===== src/hw/rtl/ccp_pkg.sv =====
// shared types, constants and helper functions for the comment counting parser
package ccp_pkg;

    localparam int COUNT_W = 32;
    localparam int OUT_W   = 32;
    localparam int CHAR_W  = 8;
    localparam int PREV_W  = CHAR_W + 1;

    localparam int DATA_BITS = 4 * OUT_W + 2;
    localparam int TDATA_W   = ((DATA_BITS + 7) / 8) * 8;

    typedef logic [COUNT_W-1:0] count_t;
    typedef logic [OUT_W-1:0]   out_count_t;
    typedef logic [CHAR_W-1:0]  char_t;
    typedef logic [PREV_W-1:0]  prev_t;

    typedef enum logic [2:0] {
        MODE_OUT   = 3'd0,
        MODE_PAREN = 3'd1,
        MODE_BRACE = 3'd2,
        MODE_LINE  = 3'd3,
        MODE_QUOTE = 3'd4
    } mode_t;

    localparam prev_t PREV_NONE = prev_t'(1) << CHAR_W;

    localparam char_t CH_LPAREN  = 8'h28;
    localparam char_t CH_STAR    = 8'h2A;
    localparam char_t CH_RPAREN  = 8'h29;
    localparam char_t CH_LBRACE  = 8'h7B;
    localparam char_t CH_RBRACE  = 8'h7D;
    localparam char_t CH_SLASH   = 8'h2F;
    localparam char_t CH_NEWLINE = 8'h0A;
    localparam char_t CH_QUOTE   = 8'h27;

    function automatic count_t sat_inc(input count_t v);
        return (&v) ? v : v + count_t'(1);
    endfunction

    // clamp a counter to the 32-bit field
    function automatic out_count_t clamp_out(input count_t v);
        logic [63:0] w;
        w = 64'(v);
        return (w > 64'(out_count_t'('1))) ? out_count_t'('1) : w[OUT_W-1:0];
    endfunction

    function automatic prev_t char_ext(input char_t c);
        return prev_t'(c);
    endfunction

endpackage


===== src/hw/rtl/comment_counting_parser.sv =====
// comment counting parser: span recognizer with saturating counters and stream handshake
//
// Input channel s_axis: one source character per request in s_axis_tdata[7:0];
// s_axis_tlast high marks end of text (the character is then ignored).
// Output channel m_axis: one result per accepted request, showing the counts
// after that character: closed paren-star comments, brace comments, newline
// ended line comments, quote literals, plus stream_ended and ended_open.
// m_axis_tvalid rises in the cycle after input accept. Throughput is one
// character per cycle while results are taken: the parser state is updated
// in a single pass of logic from the accepted character and the stored mode
// and previous character; those state registers also form the result register.
// When the receiver stalls, the held result stays on m_axis and s_axis_tready
// drops until it is taken; a new request is taken in the same cycle as the
// result is taken.
// After the end of text marker the block ignores characters but still answers
// each request with the final counts.
// Reset (aresetn low, synchronous) clears the counters, the flags, the mode
// and the output valid; the block is ready in the first cycle after reset.
module comment_counting_parser (
    input  logic                        aclk,
    input  logic                        aresetn,
    input  logic                        s_axis_tvalid,
    output logic                        s_axis_tready,
    input  logic [7:0]                  s_axis_tdata,  // char_code
    input  logic                        s_axis_tlast,  // end_of_text
    output logic                        m_axis_tvalid,
    input  logic                        m_axis_tready,
    // paren_star_count, brace_count, line_comment_count, quote_literal_count,
    // stream_ended, ended_open, zero fill
    output logic [ccp_pkg::TDATA_W-1:0] m_axis_tdata
);
    import ccp_pkg::*;

    mode_t  mode_reg, mode_next;
    prev_t  prev_reg, prev_next;
    count_t paren_reg, paren_next;
    count_t brace_reg, brace_next;
    count_t line_reg, line_next;
    count_t quote_reg, quote_next;
    logic   done_reg, done_next;
    logic   open_reg, open_next;
    logic   valid_reg, valid_next;

    logic  in_fire;
    char_t c;

    assign s_axis_tready = !valid_reg || m_axis_tready;
    assign in_fire       = s_axis_tvalid && s_axis_tready;
    assign c             = s_axis_tdata;

    always_comb begin
        mode_next  = mode_reg;
        prev_next  = prev_reg;
        paren_next = paren_reg;
        brace_next = brace_reg;
        line_next  = line_reg;
        quote_next = quote_reg;
        done_next  = done_reg;
        open_next  = open_reg;
        if (in_fire && !done_reg) begin
            if (s_axis_tlast) begin
                open_next = (mode_reg != MODE_OUT);
                done_next = 1'b1;
                prev_next = PREV_NONE;
            end else begin
                prev_next = char_ext(c);
                unique case (mode_reg)
                    MODE_PAREN: begin
                        if (prev_reg == char_ext(CH_STAR) && c == CH_RPAREN) begin
                            paren_next = sat_inc(paren_reg);
                            mode_next  = MODE_OUT;
                        end
                    end
                    MODE_BRACE: begin
                        if (c == CH_RBRACE) begin
                            brace_next = sat_inc(brace_reg);
                            mode_next  = MODE_OUT;
                        end
                    end
                    MODE_LINE: begin
                        if (c == CH_NEWLINE) begin
                            line_next = sat_inc(line_reg);
                            mode_next = MODE_OUT;
                        end
                    end
                    MODE_QUOTE: begin
                        if (c == CH_QUOTE) begin
                            quote_next = sat_inc(quote_reg);
                            mode_next  = MODE_OUT;
                        end
                    end
                    default: begin
                        // opener characters never count toward a closer
                        mode_next = MODE_OUT;
                        priority if (prev_reg == char_ext(CH_LPAREN) && c == CH_STAR) begin
                            mode_next = MODE_PAREN;
                            prev_next = PREV_NONE;
                        end else if (c == CH_LBRACE) begin
                            mode_next = MODE_BRACE;
                            prev_next = PREV_NONE;
                        end else if (prev_reg == char_ext(CH_SLASH) && c == CH_SLASH) begin
                            mode_next = MODE_LINE;
                            prev_next = PREV_NONE;
                        end else if (c == CH_QUOTE) begin
                            mode_next = MODE_QUOTE;
                            prev_next = PREV_NONE;
                        end else begin
                            mode_next = MODE_OUT;
                        end
                    end
                endcase
            end
        end
    end

    always_comb begin
        valid_next = valid_reg;
        if (in_fire) begin
            valid_next = 1'b1;
        end else if (m_axis_tready) begin
            valid_next = 1'b0;
        end
    end

    always_ff @(posedge aclk) begin
        if (!aresetn) begin
            mode_reg  <= MODE_OUT;
            prev_reg  <= PREV_NONE;
            paren_reg <= '0;
            brace_reg <= '0;
            line_reg  <= '0;
            quote_reg <= '0;
            done_reg  <= 1'b0;
            open_reg  <= 1'b0;
            valid_reg <= 1'b0;
        end else begin
            mode_reg  <= mode_next;
            prev_reg  <= prev_next;
            paren_reg <= paren_next;
            brace_reg <= brace_next;
            line_reg  <= line_next;
            quote_reg <= quote_next;
            done_reg  <= done_next;
            open_reg  <= open_next;
            valid_reg <= valid_next;
        end
    end

    assign m_axis_tvalid = valid_reg;
    assign m_axis_tdata  = {(TDATA_W - DATA_BITS)'(0), open_reg, done_reg,
                            clamp_out(quote_reg), clamp_out(line_reg),
                            clamp_out(brace_reg), clamp_out(paren_reg)};

endmodule


===== config.mk =====
export PLATFORM = sky130hd
export DESIGN_NAME = comment_counting_parser
export DESIGN_NICKNAME = d
export VERILOG_FILES = /design/src/hw/rtl/ccp_pkg.sv /design/src/hw/rtl/comment_counting_parser.sv
export SDC_FILE = /design/constraint.sdc
export NUM_CORES = 1
export LEC_CHECK = 0
export BUFFER_PORTS_ARGS = -buffer_cell sky130_fd_sc_hd__buf_4
export CORE_MARGIN = 2
export CORE_UTILIZATION = 50
export CTS_BUF_LIST = sky130_fd_sc_hd__clkbuf_16
export DETAILED_ROUTE_END_ITERATION = 8
export PLACE_DENSITY = 0.74
export SETUP_SLACK_MARGIN = 0.05
export SLEW_MARGIN = 10
export SYNTH_ARGS = -nofsm -noshare
export SYNTH_HDL_FRONTEND = slang
export SYNTH_SLANG_ARGS = --single-unit

===== constraint.sdc =====
create_clock -name aclk -period 4 [get_ports aclk]
set_input_delay 0.8 -clock aclk [delete_from_list [all_inputs] [get_ports aclk]]
set_output_delay 0.8 -clock aclk [all_outputs]
set_load 0.02 [all_outputs]

==> reports/metrics.cfg, run 1 <==
[synth]
ys_top_cells_by_area=dfxtp_1, xnor2_1, nor2_1
yosys-top-cells-count=dfxtp_1, nor2_1, nand2_1
syn-mean-instance-area_um2=8.34
synthArstFlopShare_pct=0
synth_enable_flop_cells=0
ys_seq_elements=143
synth-xor-area-share_pct=10.4
synth_area_mm2=0.00718
synth_top_family_by_area=simple AND/OR/NAND/NOR gates
synth_seq_area_share_pct=39.9
yosysWarnings=0
synth.area.mux_share_pct=1.39
synth-compound-area-share_pct=7.60
syn_inst=860
synth_top_area_share_pct=39.9
synth_cell_type_count=70
synth-simple-area-share_pct=36.1
yosysMostFrequentCell=dfxtp_1
ys.flop_type=dfxtp_1
synth_area_leader_cell=dfxtp_1
synth_fa_ha_area_share_pct=0.697

[route]
drt-total-wl_um=17200
vias=6562
wl_per_cell_um=14.5
drt_iter0_markers=439
drc=0
ant_nets=0
drt_pre_antenna_iters=5
via_per_inst=5.53

[clock_network]
clk_latency_ns=0.42
cts_setup_buffers=0
cts_root_buf=clkbuf_16
cts_hold_buf=0
h-tree-depth=4
cts_tree=yes
clock_path_buffers=2
clock-sinks=143
cts_buffers=17
path_clk_slew_ns=0.06
cts_resized=0

[floorplanning]
dieArea_mm2=0.0153
start_util_pct=51.5
core_area_mm2=0.0139
num_rows=43
die_h_um=124
num_io_pins=151
die_x_um=124

[layout]
num-fill-cells=1246
register_area_mm2=0.00286
final_area_mm2=0.00900
area_growth_pct=25.4
drive_above_1_share_pct=20.1
multi_input_area_mm2=0.00405
antenna_cells=0
final_nets=1011

[grt]
grtUsageTotal_pct=22.7
grt_pass1_wl_um=27800
grt_pass1_vias=5736
grt_max_degree=117
antenna_found_initial=0
gr-total-overflow=0

[placed_design]
hpwl_um=11700
io_buffers=144
postPlaceCellArea_mm2=0.00835
post-place-ws_ns=0.762
globalplace.congestion=0.869

[setup_path]
r2r-end=line_reg[11]
cp_slowest_cell=or2_0
worst_ep_arrival_time_ns=3.29
cp_slowest_stage_delay_ns=0.64
worstRegToRegCells=6
required_ns=4.33
critPathKind=flip-flop to flip-flop
crit_start=line_reg[12]
crit_path_end=line_reg[11]
worstSetupStartpointType=flip-flop
r2r_slack_ns=1.04
rr_startpoint=line_reg[12]
path_max_fanout=16
end_kind=flip-flop
crit_chain=nand4_1 -> or4_1 -> nor4_4 -> or2_0 -> o21ai_0 -> a21oi_1

[worst_hold_path]
hold_path_class=flip-flop to flip-flop

[sta]
setup_ws_ns=1.04
setup_violations=0
max_slew_margin_pct=41.5
hold_viol=0
max_freq_ghz=0.338
rsz0062_at_grt=false
fin_skew_ns=0.00880
fin_crit_sh_pct=73.9
fin_crit_ns=2.96
slew_violations=0
worstMarginPinSlew_ns=0.869
tns_ns=0

[job]
max-cap-violations=0

[power_and_ir_drop]
power_per_cell_area_mw_per_mm2=363
p_leak_nw=3.32
vdd_drop_max_mv=0.301

[outcome]
status=completed

-- kinds of logic (layout without fill, tap and decap cells) --
group,Yosys count,count (layout)
buffers and inverters,58,200
and+or+nand+nor,471,471
adders and majority gates,4,4
xor gates and xnor gates,85,85
other,1,6
DFF,143,143
AOI/OAI and AO/OA,88,88
muxes,10,10
-- worst max-delay path, delay by kind of cell, from the launching register on --
family,cells,cell delay [ns]
AO/OA/AOI/OAI,2,0.43
flip-flops,1,0.43
AND/OR/NAND/NOR,4,2.02
-- placed cells by master, fill, tap and decap left out, drive strengths merged, types with 3 or more instances in the layout --
| cell type | count |
|---|---|
| buf | 150 |
| dfxtp | 143 |
| nor2 | 109 |
| nand2 | 72 |
| xnor2 | 62 |
| nand3 | 58 |
| nand4 | 44 |
| nor3 | 39 |
| a21oi | 35 |
| nor4 | 35 |
| or3 | 23 |
| xor2 | 23 |
| o21ai | 22 |
| inv | 18 |
| and3 | 18 |
| and4 | 17 |
| clkbuf | 17 |
| nand2b | 12 |
| and2 | 10 |
| nor3b | 10 |
| mux2i | 10 |
| a22o | 7 |
| clkinv | 7 |
| conb | 6 |
| bufinv | 6 |
| or4 | 6 |
| nor4b | 4 |
| ha | 4 |
| o31ai | 3 |
| a31o | 3 |
| or4b | 3 |
-- where the power goes --
group | internal (mW) | switching (mW) | total, mW
Clock | 1.15 | 0.589 | 1.74
Sequential | 1.43 | 0.00460 | 1.44
Combinational | 0.0258 | 0.0584 | 0.0843
-- layout make-up --
cell class                      count  share of cell area [%]
Clock buffer                       17                    4.73
Tap cell                          180                    2.50
Timing Repair Buffer              150                    12.7
Clock inverter                     15                    2.49
Inverter                           18                   0.765
Sequential cell                   143                    31.8
Multi-Input combinational cell    664                    45.0
-- per-layer routing --
layer	part of all wire (%)	track usage [%]	up-vias
li1	-	-	3349
met1	47	30.9	3054
met2	47	35.8	145
met3	5.4	5.08	14
met4	0.93	6.96	0
met5	0	0	-
-- metrics by stage --
stage	instances	util, %	hold WS, ns	power (mW)
after floorplan	865	-	0.440	1.53
after global placement	1155	59.9	0.461	1.55
after detailed placement	1155	59.9	0.459	1.55
after CTS	1187	64.6	0.476	3.29
after global routing	1187	64.6	0.515	3.37
final	1187	64.6	0.483	3.26
-- worst min path at each step --
stage,to,from,slack (ns),cells after the start
after floorplan,prev_reg[5],prev_reg[5],0.44,1
after global placement,prev_reg[6],prev_reg[6],0.46,1
after detailed placement,prev_reg[4],prev_reg[4],0.46,1
after CTS,prev_reg[4],prev_reg[4],0.48,1
after global routing,prev_reg[7],prev_reg[7],0.52,2
final,prev_reg[6],prev_reg[6],0.48,1
Note: power is estimated with default switching activity, not from simulation.
==> run 2: changes to the inputs <==
PLACE_DENSITY = 0.77   (was 0.74)
clock period = 2.6 ns   (was 4 ns; I/O delays follow)
==> run 2 against run 1 <==
First-iteration DRC count up 5.5%. Largest cell class unchanged. Critical path type is now primary input to flip-flop. Clock power up 34%. Sequential cell count stayed put. Cell area is 3.9% higher. Setup slack worse by 0.84 ns. Global-route usage grew 1.1 points.
==> reports/metrics.cfg, run 2 (same netlist as run 1, synthesis figures left out) <==
[layout]
mostFrequentLayoutCell=buf_4
post-route-util_pct=67.1
drive_above_1_share_pct=24.8
area_growth_pct=30.3
register_area_mm2=0.00286
multi_input_area_mm2=0.00406
final_nets=1067
final_cell_mix=buf_4, dfxtp_1, nor2_1
antenna_cells=0
stdcell_count=1243
num-fill-cells=1190
final_area_mm2=0.00935

[setup_path]
cp_slowest_cell=or4b_4
critPathKind=primary input to flip-flop
worst_ep_arrival_time_ns=2.75
critPathTopFamily=simple AND/OR/NAND/NOR gates
end_kind=flip-flop
cp_slowest_stage_delay_ns=0.58
cp_num_buf_inv=1
worstSetupStartpointType=primary input
path_max_fanout=7
crit_chain=buf_4 -> or4b_4 -> or4_4 -> nor3_4 -> nand4b_1 -> or3_1 -> a21oi_1
required_ns=2.95

[sta]
max_freq_ghz=0.418
slew_violations=0
hold_viol=0
fin_crit_sh_pct=92.0
fin_skew_ns=0.00925
hold_slack_ns=0.322
max_slew_margin_pct=63.1
tns_ns=0
setup_violations=0
worstMarginPinSlew_ns=0.552
rsz0062_at_grt=false
setup_ws_ns=0.208
fin_crit_ns=2.39

[placed_design]
globalplace.congestion=0.881
postPlaceCellArea_mm2=0.00878
hpwl_um=12700
io_buffers=144
dp_cells=1211
post-place-ws_ns=-0.176

[clock_network]
cts_tree=yes
cts_root_buf=clkbuf_16
cts_buffers=17
clock-sinks=143
clk_latency_ns=0.42
cts_hold_buf=0
clock_path_buffers=2
h-tree-depth=4
path_clk_slew_ns=0.06

[power_and_ir_drop]
power_mw=4.69
power_per_cell_area_mw_per_mm2=502
p_leak_nw=3.55
vdd_drop_max_mv=0.669

[route]
ant_nets=0
drt-total-wl_um=18200
drc=0
via_per_inst=5.57
drt_iter0_markers=463
vias=6927
drt_pre_antenna_iters=5
wl_per_cell_um=14.6

[worst_hold_path]
hold_path_class=primary input to flip-flop

[grt]
grt_pass1_vias=6167
antenna_found_initial=0
grtUsageTotal_pct=23.8
gr-total-overflow=0
grt_max_degree=73
grt_pass1_wl_um=29200

[floorplanning]
dieArea_mm2=0.0153
die_x_um=124
num_io_pins=151
die_h_um=124
core_area_mm2=0.0139
num_rows=43
start_util_pct=51.5

[outcome]
status=completed

[job]
max-cap-violations=0

[run 2: cell count changes in the layout (fill, tap and decap cells not counted), moves of 2 or more]
cell / before / now
clkinvlp_4: 2 / 4
inv_6: 0 / 3
clkinv_1: 4 / 0
bufinv_16: 6 / 1
buf_4: 149 / 204
clkinv_4: 0 / 5
[run 2: per-layer routing]
| layer | vias up | track usage, % | wire [µm] |
|---|---|---|---|
| met3 | 19 | 6.14 | 1160 |
| met2 | 210 | 37.9 | 8370 |
| met4 | 0 | 7.46 | 222 |
| li1 | 3458 | - | - |
| met1 | 3240 | 31.5 | 8450 |
| met5 | - | 0 | 0 |
[run 2: power breakdown]
part	internal (mW)	switching, mW	total (mW)
clock network	1.33	1.01	2.34
registers	2.20	0.00748	2.21
logic	0.0502	0.0977	0.148
[run 2: area by class of cell]
type	instances	share of cell area [%]
tap	180	2.41
clock inverter	15	1.50
sequential	143	30.6
timing repair buffer	206	16.8
clock buffer	17	4.55
multi-input combinational	664	43.4
inverter	18	0.736
[run 2: final timing paths]
check	startpoint	to	slack [ns]	depth (start not counted)
worst max-delay path	s_axis_tdata[7]	quote_reg[30]	0.21	7
worst min-delay path	s_axis_tvalid	m_axis_tvalid	0.32	3
worst max register to register	done_reg	quote_reg[30]	0.23	7
worst min register to register	prev_reg[6]	prev_reg[6]	0.48	1
[run 2: timing repair]
action,CTS,global route
setup buffers,0,0
setup endpoints to repair,0,3
resized for setup,0,2
endpoints found under the hold margin,0,0
[run 2: tightest hold or removal path, delay by kind of cell]
family        cells  cell delay (ns)
buf+inv           1             0.09
simple gates      2             0.10
